===== config.mk =====
export PLATFORM = sky130hd
export DESIGN_NAME = mpfr_plot
export DESIGN_NICKNAME = d
export VERILOG_FILES = /design/src/hdl/mono_page_framebuffer_rasterizer_macros.svh /design/src/hdl/mpfr_pkg.sv /design/src/hdl/mpfr_plot.sv
export SDC_FILE = /design/constraint.sdc
export NUM_CORES = 1
export LEC_CHECK = 0
export ABC_AREA = 1
export BUFFER_PORTS_ARGS = -buffer_cell sky130_fd_sc_hd__buf_2
export CAP_MARGIN = 10
export CORE_MARGIN = 1.5
export CORE_UTILIZATION = 49
export DETAILED_ROUTE_END_ITERATION = 12
export PLACE_DENSITY = 0.85
export REMOVE_ABC_BUFFERS = 1
export SYNTH_ARGS = -nofsm -noshare
export SYNTH_HDL_FRONTEND = slang
export SYNTH_SLANG_ARGS = --single-unit
export TNS_END_PERCENT = 100

===== constraint.sdc =====
create_clock -name clk -period 5.7 [get_ports clk]
set_input_delay 0.285 -clock clk [delete_from_list [all_inputs] [get_ports clk]]
set_output_delay 0.285 -clock clk [all_outputs]
set_load 0.005 [all_outputs]

===== src/hdl/mono_page_framebuffer_rasterizer_macros.svh =====
// Assertion helpers for the rasterizer top module.
// Each macro expects signals named clk and rst_n in the using module.
`ifndef MONO_PAGE_FRAMEBUFFER_RASTERIZER_MACROS_SVH
`define MONO_PAGE_FRAMEBUFFER_RASTERIZER_MACROS_SVH

// Same-cycle implication.
`define MPFR_ASSERT_IMPL(lbl, ante, cons, msg) \
  lbl: assert property (@(posedge clk) disable iff (!rst_n) (ante) |-> (cons)) \
    else $error(msg);

// Next-cycle implication.
`define MPFR_ASSERT_NEXT(lbl, ante, cons, msg) \
  lbl: assert property (@(posedge clk) disable iff (!rst_n) (ante) |=> (cons)) \
    else $error(msg);

`endif


===== src/hdl/mpfr_pkg.sv =====
`timescale 1ns / 1ps
// ----------------------------------------------------------------------------
// mpfr_pkg
// Shared types and constants of the page framebuffer rasterizer.
// ----------------------------------------------------------------------------
package mpfr_pkg;

  // Framebuffer geometry.
  localparam int STORE_DEPTH = 1024;
  localparam int ADDR_W      = 10;
  localparam int PAGE_BITS   = 8;

  // Command codes.
  localparam logic [2:0] CMD_PIXEL       = 3'd0;
  localparam logic [2:0] CMD_LINE        = 3'd1;
  localparam logic [2:0] CMD_RECT_LINE   = 3'd2;
  localparam logic [2:0] CMD_RECT_FILL   = 3'd3;
  localparam logic [2:0] CMD_CIRC_LINE   = 3'd4;
  localparam logic [2:0] CMD_CIRC_FILL   = 3'd5;
  localparam logic [2:0] CMD_READ        = 3'd6;
  localparam logic [2:0] CMD_UNUSED      = 3'd7;

  // Internal coordinate: wide enough for a center plus or minus a radius.
  typedef logic signed [12:0] coord_t;

  // One pixel offered by the line engine to the plot unit.
  typedef struct packed {
    logic   valid;
    coord_t x;
    coord_t y;
    logic   on;
  } pix_req_t;

  // Memory accesses issued by the plot unit.
  typedef struct packed {
    logic              rd_en;
    logic [ADDR_W-1:0] rd_addr;
    logic              wr_en;
    logic [ADDR_W-1:0] wr_addr;
    logic [7:0]        wr_data;
  } mem_req_t;

endpackage


===== src/hdl/mpfr_plot.sv =====
`timescale 1ns / 1ps
// ----------------------------------------------------------------------------
// mpfr_plot
// Clips one pixel, then sets or clears its bit by read-modify-write.
// ----------------------------------------------------------------------------
module mpfr_plot
  import mpfr_pkg::*;
#(
  parameter int SCREEN_WIDTH  = 128,
  parameter int SCREEN_HEIGHT = 64
) (
  input  logic       clk,
  input  logic       rst_n,
  input  pix_req_t   pix,
  output logic       ready,
  output mem_req_t   mem,
  input  logic [7:0] rd_data
);

  localparam logic signed [13:0] W_S = 14'(SCREEN_WIDTH);
  localparam logic signed [13:0] H_S = 14'(SCREEN_HEIGHT);
  localparam logic [10:0]        W_U = 11'(SCREEN_WIDTH);

  logic              ph_r, ph_nxt;
  logic [ADDR_W-1:0] addr_r;
  logic [2:0]        bit_r;
  logic              on_r;
  logic              on_screen;
  logic [21:0]       addr_full;
  logic              do_rmw;
  logic [7:0]        mask;

  // Clip against the screen and form the page address.
  always_comb begin
    on_screen = (pix.x >= 13'sd0) && (14'(pix.x) < W_S) &&
                (pix.y >= 13'sd0) && (14'(pix.y) < H_S);
    addr_full = 22'(pix.y[12:3] * W_U) + 22'(pix.x[11:0]);
    do_rmw    = pix.valid && !ph_r && on_screen && (addr_full < 22'(STORE_DEPTH));
  end

  assign ready = !ph_r;

  // Read the addressed byte while ph_r is low, then write the modified byte while ph_r is high.
  always_comb begin
    ph_nxt       = ph_r;
    mask         = 8'(1) << bit_r;
    mem.rd_en    = do_rmw;
    mem.rd_addr  = addr_full[ADDR_W-1:0];
    mem.wr_en    = ph_r;
    mem.wr_addr  = addr_r;
    mem.wr_data  = on_r ? (rd_data | mask) : (rd_data & ~mask);
    if (ph_r) begin
      ph_nxt = 1'b0;
    end else if (do_rmw) begin
      ph_nxt = 1'b1;
    end
  end

  always_ff @(posedge clk) begin
    if (!rst_n) begin
      ph_r <= 1'b0;
    end else begin
      ph_r <= ph_nxt;
    end
  end

  always_ff @(posedge clk) begin
    if (do_rmw) begin
      addr_r <= addr_full[ADDR_W-1:0];
      bit_r  <= pix.y[2:0];
      on_r   <= pix.on;
    end
  end

endmodule


==> impl_metrics.yaml <==
critical_path:
  critPathMostFrequentCell: "nand2_1"
  crit_fanout: 15
  crit_type: "input port to output pin"
  cp_slowest_cell: "fa_1"
  required_ns: 5.41
  r2r-start: "ph_r"
  worstPathCellList: "buf_2, ha_1, fa_1, nand2_1, nand2_2, nand3_2, nand2_1, nand2_1, nand2_1, nor3_2, nand3_2, inv_1, buf_2"
  r2r-end: "addr_r[0]"
  endpoint_kind: "output pin"
  crit_path_max_incr_delay_ns: 0.42
  startpoint_type: "input port"
  cp-startpoint: "pix[4]"
  reg2reg_depth: 9
  ff2ff_setup_slack_ns: 3.86
  cp.arrival_ns: 2.40
global_routing:
  met1_usage: 0.268
  grt_pass1_wl_um: 5220
  track_usage: 0.207
  grt_overflow_total: 0
  met3_usage: 0.0349
  grt_pass1_vias: 1263
  use_met2: 0.357
  busiest_layer: "met2"
  antenna_found_initial: 0
  grt_max_degree: 16
floorplanning:
  die_area_sq_mm: 0.00311
  start_util: 0.532
  ioPinCount: 69
  rows: 18
  coreArea_sq_mm: 0.00257
  die_x_um: 55.8
  die_y_um: 55.8
clock_tree:
  h-tree-depth: 1
  cts_setup_buffers: 0
  cts_buffers: 3
  cts_resized: 0
  clockBufferDepth: 2
  cts_sinks: 15
  tritoncts: "done"
  insertion_delay_ns: 0.29
  cts_hold_buf: 0
  cts_root_buf: "clkbuf_4"
  path_clk_slew_ns: 0.09
synthesis:
  synth_seq_area_share: 0.323
  syn_area_sq_mm: 0.00137
  yosys-top-cells-area: "edfxtp_1 31%, nand2_1 16%, ha_1 10%"
  synth_area_leader_cell: "edfxtp_1"
  synth.distinct_cells: 21
  syn_area_per_cell_sq_um: 7.11
  synth_seq_cells: 15
  yosysTopAreaCellShare: 0.308
  syn_inst: 192
  yosys_warnings: 0
job:
  drv_cap: 0
layout:
  drive_gt1_frac: 0.325
  layout_common_cells: "68 x buf_2, 60 x nand2_1, 29 x inv_1"
  nNetsFinal: 306
  diodes: 0
  seqCellArea_sq_um: 440
  multiInputGateArea_sq_um: 748
  fin_area_sq_mm: 0.00170
  area_growth_pct: 24.7
  n_fill_cell: 239
  final_common_cell: "buf_2"
placement:
  gp_congestion: 0.846
  numPortBuffers: 68
  postPlaceCellArea_sq_mm: 0.00168
  hpwl_um: 2660
sta:
  setup_violations: 0
  worstMarginPinSlew_ns: 0.528
  fin_crit_sh: 0.471
  maxSlewHeadroom: 0.648
  finalSetupTns_ns: 0
  maxSlewViolCount: 0
  rsz0062_at_grt: "false"
  finalHoldViolations: 0
  max_freq_ghz: 0.373
  clock_skew_ns: 0.00475
  min_period_ns: 2.68
hold_path:
  min_from: "pix[2]"
  min_to: "bit_r[1]"
  min_path_type: "input port to flop"
  hold_depth: 1
pwr:
  pwr_density_cell_mw_per_mm2: 160
  leakagePower_nw: 0.945
  vdd.ir_drop.worst_v: 0.000128
detailed_routing:
  wirelength_um: 3020
  drc: 0
  drtIter0Drc: 43
  postRouteAntennaNets: 0
  vias_per_cell: 4.85
  wl_per_cell_um: 10.6
  vias: 1383
  dr.pass1.iters: 4
run_status:
  outcome: "complete, no violations"
[worst max path at each step]
stage | end | cells after the start
2_1_floorplan | addr_r[0] | 11
3_3_place_gp | mem[29] | 13
3_5_place_dp | mem[29] | 13
4_1_cts | mem[29] | 13
5_1_grt | mem[29] | 13
6_report | mem[29] | 13
[registers in the layout, indices dropped and copies added (netlist names)]
signal	flops
bit_r	3
ph_r	1
addr_r	10
on_r	1
[worst max-delay path, delay by kind of cell]
kind	cells	cell delay, ns
adders and majority gates	2	0.65
buffers and inverters	3	0.72
and+or+nand+nor	8	0.73
[Yosys cell counts, drive strengths merged]
library cell,n
a21oi,5
and2,1
buf,9
dfxtp,1
edfxtp,14
fa,1
ha,11
inv,29
nand2,63
nand3,21
nand3b,2
nand4,3
nor2,19
nor3,1
o21ai,10
o21bai,1
xor2,1
[cells by family after synthesis]
| kind of cell | share of synthesized area |
|---|---|
| DFF | 0.323 |
| xor gates and xnor gates | 0.00642 |
| adders and majority gates | 0.115 |
| buffers and inverters | 0.129 |
| AOI/OAI and AO/OA | 0.0633 |
| and+or+nand+nor | 0.363 |
[final cells by class]
class                   instances  share of cell area
multi-input cells             139               0.439
flip-flops and latches         15               0.259
repair buffers                 68               0.200
inverters                      29              0.0639
well taps                      30              0.0220
clock buffers                   3              0.0132
clock inverters                 1             0.00294
[per-stage QoR]
stage                     utilization  hold WS (ns)  power (mW)  setup slack (ns)  cells
after global routing            0.663         0.146       0.294              2.83    285
final                           0.663         0.166       0.273              3.02    285
after global placement          0.653         0.462       0.214              3.04    281
after CTS                       0.663         0.160       0.275              2.99    285
after floorplan                     -         0.384       0.181              3.42    183
after detailed placement        0.653         0.463       0.216              2.99    281
[power breakdown]
part	switching [mW]	internal, mW	leakage (nW)
logic	0.0541	0.0390	0.794
clock network	0.0331	0.0261	0.0177
registers	0.0000000145	0.121	0.134
total	0.0873	0.186	0.945
[routing by layer]
layer  vias up  wire [um]
met5         -          0
met4         0         38
met3         6        175
met2        43       1430
met1       599       1380
li1        735          -
No activity file was read; power rests on OpenSTA's default activity.
