File: src/hdl/mono_page_framebuffer_rasterizer_macros.svh
// Assertion helpers for the rasterizer top module.
// Each macro expects signals named clk and rst_n in the using module.
`ifndef MONO_PAGE_FRAMEBUFFER_RASTERIZER_MACROS_SVH
`define MONO_PAGE_FRAMEBUFFER_RASTERIZER_MACROS_SVH

// Same-cycle implication.
`define MPFR_ASSERT_IMPL(lbl, ante, cons, msg) \
  lbl: assert property (@(posedge clk) disable iff (!rst_n) (ante) |-> (cons)) \
    else $error(msg);

// Next-cycle implication.
`define MPFR_ASSERT_NEXT(lbl, ante, cons, msg) \
  lbl: assert property (@(posedge clk) disable iff (!rst_n) (ante) |=> (cons)) \
    else $error(msg);

`endif

File: src/hdl/mpfr_pkg.sv
`timescale 1ns / 1ps
// ----------------------------------------------------------------------------
// mpfr_pkg
// Shared types and constants of the page framebuffer rasterizer.
// ----------------------------------------------------------------------------
package mpfr_pkg;

  // Framebuffer geometry.
  localparam int STORE_DEPTH = 1024;
  localparam int ADDR_W      = 10;
  localparam int PAGE_BITS   = 8;

  // Command codes.
  localparam logic [2:0] CMD_PIXEL       = 3'd0;
  localparam logic [2:0] CMD_LINE        = 3'd1;
  localparam logic [2:0] CMD_RECT_LINE   = 3'd2;
  localparam logic [2:0] CMD_RECT_FILL   = 3'd3;
  localparam logic [2:0] CMD_CIRC_LINE   = 3'd4;
  localparam logic [2:0] CMD_CIRC_FILL   = 3'd5;
  localparam logic [2:0] CMD_READ        = 3'd6;
  localparam logic [2:0] CMD_UNUSED      = 3'd7;

  // Internal coordinate: wide enough for a center plus or minus a radius.
  typedef logic signed [12:0] coord_t;

  // One pixel offered by the line engine to the plot unit.
  typedef struct packed {
    logic   valid;
    coord_t x;
    coord_t y;
    logic   on;
  } pix_req_t;

  // Memory accesses issued by the plot unit.
  typedef struct packed {
    logic              rd_en;
    logic [ADDR_W-1:0] rd_addr;
    logic              wr_en;
    logic [ADDR_W-1:0] wr_addr;
    logic [7:0]        wr_data;
  } mem_req_t;

endpackage

File: src/hdl/mpfr_line.sv
`timescale 1ns / 1ps
// ----------------------------------------------------------------------------
// mpfr_line
// Bresenham line stepper: offers one pixel at a time to the plot unit.
// ----------------------------------------------------------------------------
module mpfr_line
  import mpfr_pkg::*;
(
  input  logic     clk,
  input  logic     rst_n,
  input  logic     start,
  input  coord_t   x0,
  input  coord_t   y0,
  input  coord_t   x1,
  input  coord_t   y1,
  input  logic     on,
  input  logic     pix_ready,
  output pix_req_t pix,
  output logic     done,
  output logic     idle
);

  logic                act_r, act_nxt;
  coord_t              x_r, y_r, xe_r, ye_r;
  logic signed [13:0]  dx_r, dy_r;
  logic                sx_neg_r, sy_neg_r, on_r;
  logic signed [16:0]  err_r;
  logic signed [13:0]  dxs, dys, dx_abs, dy_abs;
  logic signed [16:0]  e2, err_a;
  logic                step, last, x_step, y_step;

  // Setup values from the endpoints.
  always_comb begin
    dxs    = 14'(x1) - 14'(x0);
    dys    = 14'(y1) - 14'(y0);
    dx_abs = dxs[13] ? -dxs : dxs;
    dy_abs = dys[13] ? -dys : dys;
  end

  assign pix.valid = act_r;
  assign pix.x     = x_r;
  assign pix.y     = y_r;
  assign pix.on    = on_r;
  assign idle      = !act_r;
  assign step      = act_r && pix_ready;
  assign last      = (x_r == xe_r) && (y_r == ye_r);
  assign done      = step && last;
  assign e2        = err_r <<< 1;

  // Both error tests use the same doubled error term.
  always_comb begin
    x_step = (e2 >= 17'(dy_r));
    y_step = (e2 <= 17'(dx_r));
    err_a  = err_r;
    if (x_step) begin
      err_a = err_a + 17'(dy_r);
    end
    if (y_step) begin
      err_a = err_a + 17'(dx_r);
    end
  end

  always_comb begin
    act_nxt = act_r;
    if (start) begin
      act_nxt = 1'b1;
    end else if (done) begin
      act_nxt = 1'b0;
    end
  end

  always_ff @(posedge clk) begin
    if (!rst_n) begin
      act_r <= 1'b0;
    end else begin
      act_r <= act_nxt;
    end
  end

  // Error term and position update, one pixel per accepted step.
  always_ff @(posedge clk) begin
    if (start) begin
      x_r      <= x0;
      y_r      <= y0;
      xe_r     <= x1;
      ye_r     <= y1;
      dx_r     <= dx_abs;
      dy_r     <= -dy_abs;
      sx_neg_r <= !(x0 < x1);
      sy_neg_r <= !(y0 < y1);
      on_r     <= on;
      err_r    <= 17'(dx_abs) - 17'(dy_abs);
    end else if (step && !last) begin
      if (x_step) begin
        x_r <= sx_neg_r ? x_r - 13'sd1 : x_r + 13'sd1;
      end
      if (y_step) begin
        y_r <= sy_neg_r ? y_r - 13'sd1 : y_r + 13'sd1;
      end
      err_r <= err_a;
    end
  end

endmodule

File: config.mk
export PLATFORM = sky130hd
export DESIGN_NAME = mpfr_line
export DESIGN_NICKNAME = d
export VERILOG_FILES = /design/src/hdl/mono_page_framebuffer_rasterizer_macros.svh /design/src/hdl/mpfr_pkg.sv /design/src/hdl/mpfr_line.sv
export SDC_FILE = /design/constraint.sdc
export NUM_CORES = 1
export LEC_CHECK = 0
export ABC_AREA = 1
export BUFFER_PORTS_ARGS = -buffer_cell sky130_fd_sc_hd__buf_4
export CAP_MARGIN = 20
export CELL_PAD_IN_SITES_DETAIL_PLACEMENT = 0
export CELL_PAD_IN_SITES_GLOBAL_PLACEMENT = 2
export CORE_ASPECT_RATIO = 1.1
export CORE_UTILIZATION = 36
export DETAILED_ROUTE_END_ITERATION = 12
export GPL_TIMING_DRIVEN = 1
export PLACE_DENSITY = 0.89
export SLEW_MARGIN = 10
export SYNTH_ARGS = -nofsm -noshare
export SYNTH_HDL_FRONTEND = slang
export SYNTH_SLANG_ARGS = --single-unit
export TNS_END_PERCENT = 50
File: constraint.sdc
create_clock -name clk -period 5.8 [get_ports clk]
set_input_delay 1.16 -clock clk [delete_from_list [all_inputs] [get_ports clk]]
set_output_delay 1.16 -clock clk [all_outputs]
set_load 0.02 [all_outputs]
==> out/results.ini, run 1 <==
[critical_path]
crit_required_ps=5920
critPathBufInv=5
worstPathMaxFanout=15
cp_common_cell=nand2_1
path_class=reg2reg
critPathTopFamily=compound AO/OA/AOI/OAI gates
cp-end-kind=flop
slowest_delay_ps=490
cp-start-kind=flop
crit_slowest_cell=edfxtp_1
critical_path_arrival_ps=5100

[timing]
rsz0062_at_grt=false
fmax_mhz=201
worst_pin_slew_ps=744
clock_skew_ps=13.4
fin_crit_ps=4980
tns_ps=0
period_share_pct=85.9
maxSlewHeadroom_pct=50.3
final_max_slew_viol_count=0
finalHoldViolCount=0
timing.hold.ws_ps=557
final-setup-viol-count=0
fin_ws_ps=819

[detailed_routing]
routedWlPerCell_um=15.4
drtIter0Drc=521
vias_per_cell=4.99
antenna_left=0
route.vias.total=9402
firstDrtPassIters=5
drc=0
routed_wl_um=29000

[yosys]
synth_edf_count=99
synth_compound_area_share_pct=13.7
synth_top_family_by_area=simple AND/OR/NAND/NOR gates
synth_xor_area_share_pct=6.75
ys_seq_area_share_pct=28.2
synth-simple-area-share_pct=25.3
muxShareOfSynthArea_pct=0
synthDistinctLibCells=56
yosys.area_share.adder_pct=16.6
synthArstFlopShare_pct=0
yosys_most_used_dff=edfxtp_1
syn_nets=1616
syn_area_um2=10600
synth_cells=1422
yosys_register_bits=100
syn_avg_cell_area_um2=7.47
yosysWarnings=0

[grt]
antenna_found_initial=0
grt-ovfl-total=0
grt_usage_pct=19.7
grt_pass1_vias=9137
grt_pass1_wl_um=46500
grt_start_max_net_pins=51

[place]
placedInstanceArea_um2=11700
gp_congestion=0.875
place_inst=1870
portBuffers=86
post-place-ws_ps=573
dp.final_hpwl_um=24200

[floorplanning]
die_area_um2=30200
row_count=65
coreArea_um2=28900
io_pins=87
die-width_um=166
die_y_um=182
initial_core_util_pct=36.8

[clock_network]
cts_tree=done
clk_path_buf_depth=2
cts_buffers=9
cts_setup_buffers=0
clkSlewWorstSetupHoldPaths_ps=70
cts_resized=0
cts-root-buf=clkbuf_16
htree_levels=3
ctsHoldBuffers=0
clk_latency_ps=370
clock_sinks=100

[cells_and_area]
fillCellCount=2974
utilization_pct=41.5
layoutNonFillerInstCount=1886
final_area_um2=12000
drive_above_1_share_pct=12.2
multiInputGateArea_um2=6630
diodes=0
seq_area_um2=2990
syn2layout_area_growth_pct=12.8
nNetsFinal=1707

[power]
leakagePower_nw=5.94
total_power_mw=5.69
p_per_area_nw_per_um2=475
ir_drop_mv=0.183

[run]
drv_cap=0

[outcome]
status=finished, final reports clean

[worst_hold_path]
hold_path.class=reg2reg

sequential cells by signal (all words and copies together) (netlist names):
name and flops:
y_r 13, xe_r 13, act_r 1, x_r 13
err_r 16, on_r 1, ye_r 13, sy_neg_r 1
sx_neg_r 1, dy_r 14, dx_r 14
where the power goes:
part           switching, mW  internal [mW]
logic                   2.37           1.48
clock network          0.303          0.294
registers              0.184           1.06
cell families after synthesis:
kind of cell | Yosys count
fa+ha+maj | 137
buf+inv | 254
simple gates | 594
flops | 100
compound gates | 262
xor+xnor | 75
synthesized netlist by cell type (3+ instances only):
cell | count | area share [%]
nand2_1 | 340 | 12
inv_1 | 225 | 8.0
ha_1 | 130 | 15
a21oi_1 | 101 | 4.8
o21ai_0 | 100 | 4.7
edfxtp_1 | 99 | 28
nor2_1 | 74 | 2.6
nand3_1 | 67 | 3.2
xor2_1 | 51 | 4.2
nand4_1 | 29 | 1.7
xnor2_1 | 19 | 1.6
nand2_2 | 13 | 0.77
nor3_1 | 13 | 0.61
or2_2 | 13 | 0.77
nand3_2 | 12 | 1.1
o211ai_1 | 10 | 0.71
a31oi_1 | 9 | 0.53
clkbuf_1 | 8 | 0.28
inv_2 | 8 | 0.28
a21boi_0 | 7 | 0.49
fa_1 | 7 | 1.3
nor2_2 | 7 | 0.41
a21o_1 | 6 | 0.42
nand2_4 | 6 | 0.64
nor4_1 | 6 | 0.35
o21bai_1 | 6 | 0.42
nand3b_1 | 5 | 0.35
buf_2 | 4 | 0.19
nor2_4 | 4 | 0.42
a211oi_1 | 3 | 0.21
a22oi_1 | 3 | 0.21
o21ai_1 | 3 | 0.14
o22ai_1 | 3 | 0.18
worst min-delay path, cell delays in order (launching register included):
cell	delay [ps]
dfxtp_1	350
o21ai_0	90
a21boi_0	70
cell usage in the layout (no fill, tap or decap), types with 51 or more instances in the layout:
cell type and count:
nor2_1 74, o21ai_0 98, edfxtp_1 99, ha_1 130
inv_1 225, a21oi_1 101, xor2_1 51, nand3_1 67
nand2_1 340, buf_4 96
final timing paths:
path         slack (ps)  cells after the start      from         to
max                 820                     26  dy_r[13]  err_r[13]
min                 560                      2     act_r      act_r
max reg2reg         820                     26  dy_r[13]  err_r[13]
min reg2reg         560                      2     act_r      act_r
final cells by class:
| type | instances | area share (%) |
|---|---|---|
| clock buffer | 9 | 1.88 |
| clock inverter | 7 | 0.428 |
| inverter | 238 | 7.53 |
| multi-input combinational | 1068 | 55.3 |
| sequential | 100 | 25.0 |
| tap | 368 | 3.84 |
| timing repair buffer | 96 | 6.02 |
layer usage:
metal,wire [um],global-route usage (%)
met3,880,2.23
met5,0,0
met4,320,4.41
met2,14300,35.5
met1,13500,25.2
Power figures use the tool's default switching activity.
==> run 2: changes to the inputs <==
BUFFER_PORTS_ARGS = unset   (was -buffer_cell sky130_fd_sc_hd__buf_4)
CORE_UTILIZATION = 39   (was 36)
DONT_BUFFER_PORTS = 1   (was unset)
PLACE_DENSITY = 0.9   (was 0.89)
==> run 2 against run 1 <==
Maximum frequency up 3.4%. Highest routed layer unchanged. Clock-buffer cell count is 1 higher. Clock skew is 0.86 ps lower. Critical path type unchanged.
==> out/results.ini, run 2 (same netlist as run 1, synthesis figures left out) <==
[detailed_routing]
antenna_left=0  ; unchanged
routedWlPerCell_um=15.7  ; was 15.4 um
drtIter0Drc=480  ; was 521
route.vias.total=8999  ; was 9402
vias_per_cell=5.06  ; was 4.99
firstDrtPassIters=5  ; unchanged
drc=0  ; unchanged
routed_wl_um=28000  ; was 29000 um

[timing]
finalHoldViolCount=0  ; unchanged
final-setup-viol-count=0  ; unchanged
maxSlewHeadroom_pct=35.8  ; was 50.3%
final_max_slew_viol_count=0  ; unchanged
fin_ws_ps=981  ; was 819 ps
timing.hold.ws_ps=640  ; was 557 ps
fin_crit_ps=4820  ; was 4980 ps
tns_ps=0  ; unchanged
rsz0062_at_grt=false  ; unchanged
period_share_pct=83.1  ; was 85.9%
clock_skew_ps=12.5  ; was 13.4 ps
worst_pin_slew_ps=955  ; was 744 ps
fmax_mhz=208  ; was 201 MHz

[power]
leakagePower_nw=5.49  ; was 5.94 nW
power_switching_mw=2.79  ; was 2.85 mW
pwr-share-clk_pct=10.1  ; was 10.5%
p_seq_share_pct=23.6  ; was 21.8%
total_power_mw=5.54  ; was 5.69 mW
p_per_area_nw_per_um2=492  ; was 475 nW/um^2
swShare_pct=50.4  ; was 50.2%
p_comb_share_pct=66.3  ; was 67.7%
ir_drop_mv=0.194  ; was 0.183 mV
internal-power_mw=2.75  ; was 2.83 mW

[critical_path]
critPathBufInv=4  ; was 5
crit_required_ps=5920  ; about the same
r2r-end=err_r[13]  ; unchanged
cp-end-kind=flop  ; unchanged
crit_slowest_cell=edfxtp_1  ; unchanged
critical_path_arrival_ps=4930  ; was 5100 ps
timing.rr.start=err_r[14]  ; was dy_r[13]
slowest_delay_ps=510  ; was 490 ps
cp_cell_sequence=ha_1, inv_1, nor3_1, nand4_1, clkinv_1, nand3_1, o211ai_1, or2_2, nand2_1, inv_1, buf_4, nand2_1, o21ai_0, ha_1, a21o_1, a31oi_1, o21ai_0, a21boi_0, o21ai_0, nand2_1, nand2_1, xor2_1, a21oi_1, nand2_1
crit_start=err_r[14]  ; was dy_r[13]
critPathTopFamily=compound AO/OA/AOI/OAI gates  ; unchanged
cp-start-kind=flop  ; unchanged
path_class=reg2reg  ; unchanged
cp_common_cell=nand2_1  ; unchanged
cp-endpoint=err_r[13]  ; unchanged
worstPathMaxFanout=14  ; was 15
crit_cells=24  ; was 26
rrSetupSlack_ps=980  ; was 820 ps
reg2regPathDepth=24  ; was 26

[cells_and_area]
diodes=0  ; unchanged
multiInputGateArea_um2=6630  ; unchanged
mostFrequentLayoutCells=nand2_1 (340), inv_1 (225), ha_1 (130), a21oi_1 (101), edfxtp_1 (99)  ; unchanged
nNetsFinal=1618  ; was 1707
reg.largest.list=err_r (16), dx_r (14), dy_r (14)  ; unchanged
drive_above_1_share_pct=6.44  ; was 12.2%
syn2layout_area_growth_pct=6.17  ; was 12.8%
fillCellCount=2779  ; was 2974
final_common_cell=nand2_1  ; unchanged
seq_area_um2=2990  ; unchanged
largest_register_ffs=16  ; unchanged
top_register=err_r  ; unchanged

[floorplanning]
coreArea_um2=26500  ; was 28900 um^2
io_pins=87  ; unchanged
die-width_um=159  ; was 166 um
die_area_um2=27900  ; was 30200 um^2
die_y_um=175  ; was 182 um
row_count=62  ; was 65
initial_core_util_pct=40.1  ; was 36.8%

[place]
portBuffers=0  ; was 86
post-place-ws_ps=656  ; was 573 ps
gp_congestion=0.843  ; was 0.875
dp.final_hpwl_um=23300  ; was 24200 um

[clock_network]
cts_resized=0  ; unchanged
clkSlewWorstSetupHoldPaths_ps=70  ; about the same
cts_buffers=9  ; unchanged
cts_setup_buffers=0  ; unchanged
clk_path_buf_depth=2  ; unchanged
ctsHoldBuffers=0  ; unchanged
cts_tree=done  ; unchanged
clock_sinks=100  ; unchanged
cts-root-buf=clkbuf_16  ; unchanged
clk_latency_ps=360  ; was 370 ps
htree_levels=3  ; unchanged

[grt]
use_met2_pct=37.3  ; was 35.5%
grt_pass1_wl_um=45800  ; was 46500 um
gr-usage-met3_pct=2.85  ; was 2.23%
grt_pass1_vias=9145  ; was 9137
grt.busiest_layer=met2  ; unchanged
antenna_found_initial=0  ; unchanged
met1_usage_pct=25.7  ; was 25.2%
grt_start_max_net_pins=100  ; was 51
grt-ovfl-total=0  ; unchanged
grt_usage_pct=20.7  ; was 19.7%

[run]
drv_cap=0  ; unchanged

[outcome]
status=finished, final reports clean  ; unchanged

[worst_hold_path]
hold_path.class=reg2reg  ; unchanged

run 2: cell types whose count changed in the layout (fill, tap and decap cells not counted), moves of 2 or more:
cell      change
clkinv_2      -2
buf_4        -89
inv_6         -2
clkinv_1      +2
run 2: cell type report:
class	count	area share (%)
multi-input combinational	1068	58.8
sequential	100	26.5
clock buffer	10	2.03
clock inverter	5	0.266
inverter	238	8.00
tap	352	3.91
timing repair buffer	7	0.466
run 2: how the worst min path moves through the flow:
stage               start    end  slack [ps]  cells after the start
floorplan           act_r  act_r         490                      2
global placement    act_r  act_r         620                      2
detailed placement  act_r  act_r         630                      2
CTS                 act_r  act_r         640                      2
global route        act_r  act_r         670                      2
finish              act_r  act_r         640                      2
run 2: power groups by stage:
stage          Clock [mW]  Sequential (mW)  Combinational (mW)
2_1_floorplan           0             1.24                2.86
3_3_place_gp            0             1.32                3.64
3_5_place_dp            0             1.32                3.67
4_1_cts             0.578             1.31                3.69
5_1_grt             0.604             1.33                4.24
6_report            0.562             1.31                3.67
run 2: worst reg2reg max path, delay by kind of cell (launching register included):
family	cells	cell delay, ps
adders and majority gates	2	770
AOI/OAI and AO/OA	8	1620
DFF	1	510
and+or+nand+nor	9	930
xor gates and xnor gates	1	140
buffers and inverters	4	600
run 2: routing by layer:
layer | vias to the layer above | wire [um] | share of wire, %
met3 | 25 | 1170 | 4.2
met4 | 0 | 440 | 1.6
met2 | 167 | 13600 | 49
met5 | - | 0 | 0
met1 | 4054 | 12800 | 46
li1 | 4753 | - | -
run 2: metrics by stage:
step,instance area [um^2],utilization (%),std cells
detailed placement,11000,41.6,1765
CTS,11300,42.6,1780
floorplan,10600,-,1422
global placement,11000,41.6,1764
finish,11300,42.6,1780
global route,11300,42.6,1780
==> run 3: changes to the inputs <==
ABC_AREA = 0   (was 1)
CORE_UTILIZATION = 37   (was 39)
PLACE_DENSITY = 0.85   (was 0.9)
clock period = 4.4 ns   (was 5.8 ns; I/O delays follow)
==> run 3 against run 2 <==
The flow now finishes with violations (setup timing). Combinational power increased by 90%. Area after synthesis decreased by 3.7%. Synthesized cell count decreased by 19%. Global-route usage decreased by 0.78 points.
==> out/results.ini, run 3 <==
[outcome]
status=finished, violations left  ; was finished, final reports clean
failed_checks=setup timing

[floorplanning]
die_y_um=176  ; was 175 um
die-width_um=161  ; was 159 um
row_count=63  ; was 62
coreArea_um2=27000  ; was 26500 um^2
die_area_um2=28300  ; was 27900 um^2
initial_core_util_pct=37.8  ; was 40.1%
io_pins=87  ; unchanged

[clock_network]
cts-root-buf=clkbuf_16  ; unchanged
clkSlewWorstSetupHoldPaths_ps=80  ; was 70 ps
clk_path_buf_depth=2  ; unchanged
cts_buffers=9  ; unchanged
clk_latency_ps=370  ; was 360 ps
cts_tree=done  ; unchanged
clock_sinks=100  ; unchanged
htree_levels=3  ; unchanged

[timing]
fin_ws_ps=-180  ; was 981 ps
clock_skew_ps=7.50  ; was 12.5 ps
finalHoldViolCount=0  ; unchanged
fin_crit_ps=4580  ; was 4820 ps
final_max_slew_viol_count=0  ; unchanged
worst_pin_slew_ps=1030  ; was 955 ps
final-setup-viol-count=4  ; was 0
maxSlewHeadroom_pct=31.0  ; was 35.8%
period_share_pct=104  ; was 83.1%
tns_ps=-443  ; was 0 ps
fmax_mhz=218  ; was 208 MHz
rsz0062_at_grt=true  ; was false

[cells_and_area]
final_common_cell=buf_4  ; was nand2_1
top_register=err_r  ; unchanged
seq_area_um2=2990  ; unchanged
syn2layout_area_growth_pct=31.2  ; was 6.17%
nNetsFinal=1599  ; was 1618
final_area_um2=13400  ; was 11300 um^2
drive_above_1_share_pct=27.6  ; was 6.44%
diodes=0  ; unchanged
multiInputGateArea_um2=7230  ; was 6630 um^2
fillCellCount=2614  ; was 2779
largest_register_ffs=16  ; unchanged
reg.largest.list=err_r (16), dx_r (14), dy_r (14)  ; unchanged
mostFrequentLayoutCells=buf_4 (266), ha_1 (122), inv_1 (99), nand2_1 (99), edfxtp_1 (99)  ; was nand2_1 (340), inv_1 (225), ha_1 (130), a21oi_1 (101), edfxtp_1 (99)

[grt]
antenna_found_initial=0  ; unchanged
met1_usage_pct=24.6  ; was 25.7%
grt.busiest_layer=met2  ; unchanged
gr-usage-met3_pct=3.50  ; was 2.85%
grt_usage_pct=19.9  ; was 20.7%
grt_pass1_vias=9127  ; was 9145
grt_start_max_net_pins=123  ; was 100
grt-ovfl-total=0  ; unchanged
use_met2_pct=35.2  ; was 37.3%
grt_pass1_wl_um=45000  ; was 45800 um

[critical_path]
r2r-end=err_r[14]  ; was err_r[13]
worstPathMaxFanout=3  ; was 14
cp-end-kind=flop  ; unchanged
path_class=reg2reg  ; unchanged
critical_path_arrival_ps=4650  ; was 4930 ps
reg2regPathDepth=22  ; was 24
timing.rr.start=dy_r[6]  ; was err_r[14]
crit_required_ps=4470  ; was 5920 ps
rrSetupSlack_ps=-180  ; was 980 ps
cp-start-kind=flop  ; unchanged
crit_start=dy_r[6]  ; was err_r[14]

[yosys]
syn_avg_cell_area_um2=8.90  ; was 7.47 um^2
yosys-top-cells-area=edfxtp_1 (29%), ha_1 (16%), xnor2_1 (5.7%)  ; was edfxtp_1 (28%), ha_1 (15%), nand2_1 (12%)
yosys_most_used_dff=edfxtp_1  ; unchanged
synth_edf_count=99  ; unchanged
yosys.area.top_type_share_pct=29.1  ; was 28.0%
syn_nets=1344  ; was 1616
yosys_register_bits=100  ; unchanged
synthArstFlopShare_pct=0  ; unchanged
yosys-top-cells-count=ha_1 (130), inv_1 (104), nand2_1 (100), edfxtp_1 (99), nor2_1 (84)  ; was nand2_1 (340), inv_1 (225), ha_1 (130), a21oi_1 (101), o21ai_0 (100)
syn_area_um2=10200  ; was 10600 um^2
yosysTopAreaCell=edfxtp_1  ; unchanged
yosysMostFrequentCell=ha_1  ; was nand2_1
synth_cells=1150  ; was 1422
synthDistinctLibCells=81  ; was 56
ys_seq_area_share_pct=29.3  ; was 28.2%
yosysWarnings=0  ; unchanged

[worst_hold_path]
hold_path.class=in2reg  ; was reg2reg
hold_depth=0  ; was 2
min_from=x1[9]  ; was act_r
min_to=xe_r[9]  ; was act_r

[place]
placedInstanceArea_um2=12600  ; was 11000 um^2
dp.final_hpwl_um=22500  ; was 23300 um
gp_congestion=0.847  ; was 0.843
post-place-ws_ps=-643  ; was 656 ps
portBuffers=0  ; unchanged

[detailed_routing]
route.vias.total=9044  ; was 8999
firstDrtPassIters=4  ; was 5
routed_wl_um=28100  ; was 28000 um
vias_per_cell=5.12  ; was 5.06
drc=0  ; unchanged
drtIter0Drc=304  ; was 480
routedWlPerCell_um=15.9  ; was 15.7 um
antenna_left=0  ; unchanged

[power]
total_power_mw=9.45  ; was 5.54 mW
leakagePower_nw=5.96  ; was 5.49 nW
p_per_area_nw_per_um2=704  ; was 492 nW/um^2
ir_drop_mv=0.345  ; was 0.194 mV

[run]
drv_cap=0  ; unchanged

-- run 3: how the worst max path moves through the flow --
stage	to	depth (start not counted)
after detailed placement	err_r[13]	20
after global placement	err_r[13]	21
after CTS	err_r[14]	22
after floorplan	err_r[13]	18
after global routing	err_r[14]	22
final	err_r[14]	22
-- run 3: report_power, final --
group	switching (mW)	total (mW)	internal (mW)
registers	0.279	1.68	1.40
logic	3.46	6.98	3.52
clock network	0.399	0.794	0.395
total	4.14	9.45	5.31
-- run 3: timing repair --
item                                   CTS  global route
pin swaps                               22            30
gates cloned                             0             1
hold buffers                             0             0
resized for setup                       43            29
buffers inserted                        16             8
endpoints found under the hold margin    0             0
setup endpoints to repair                6            10
-- run 3: logic make-up (layout without fill, tap and decap cells) --
logic type	Yosys count	after routing	share of synthesized area, %
simple gates	332	332	15.6
mux	19	19	1.96
flops	100	100	29.3
compound gates	305	305	20.0
buf+inv	130	390	4.95
xor+xnor	127	127	10.9
fa+ha+maj	137	137	17.3
-- run 3: final cells by class --
type                    count  share of cell area, %
well taps                 357                   3.33
repair buffers            270                   15.4
clock inverters             6                  0.401
inverters                 104                   3.00
clock buffers              10                   1.71
flip-flops and latches    100                   22.3
multi-input cells         920                   53.9
-- run 3: stage by stage --
step,hold WS (ps),std cells,util [%]
floorplan,694,1150,-
global placement,766,1726,46.5
detailed placement,816,1726,46.5
CTS,594,1758,48.8
global route,596,1767,49.7
finish,604,1767,49.7
-- run 3: critical path, stage by stage (launching register included) --
cell and delay, ps:
edfxtp_1 420, inv_2 90, ha_4 200, a21o_1 150, a21o_1 150, a221o_1 350
o211ai_1 200, a21oi_2 100, o22ai_2 170, buf_12 140, mux2_4 310, ha_4 170
fa_2 380, a21o_1 190, a21oi_2 170, o21ba_4 170, o21ai_4 70, a41oi_4 190
a21oi_2 90, a31o_2 210, xor2_1 130, mux2i_1 130, a22oi_1 90
-- run 3: layer usage --
layer	vias to the layer above	wire length (um)
li1	4691	-
met2	137	13800
met4	0	578
met1	4192	12700
met5	-	0
met3	24	1100
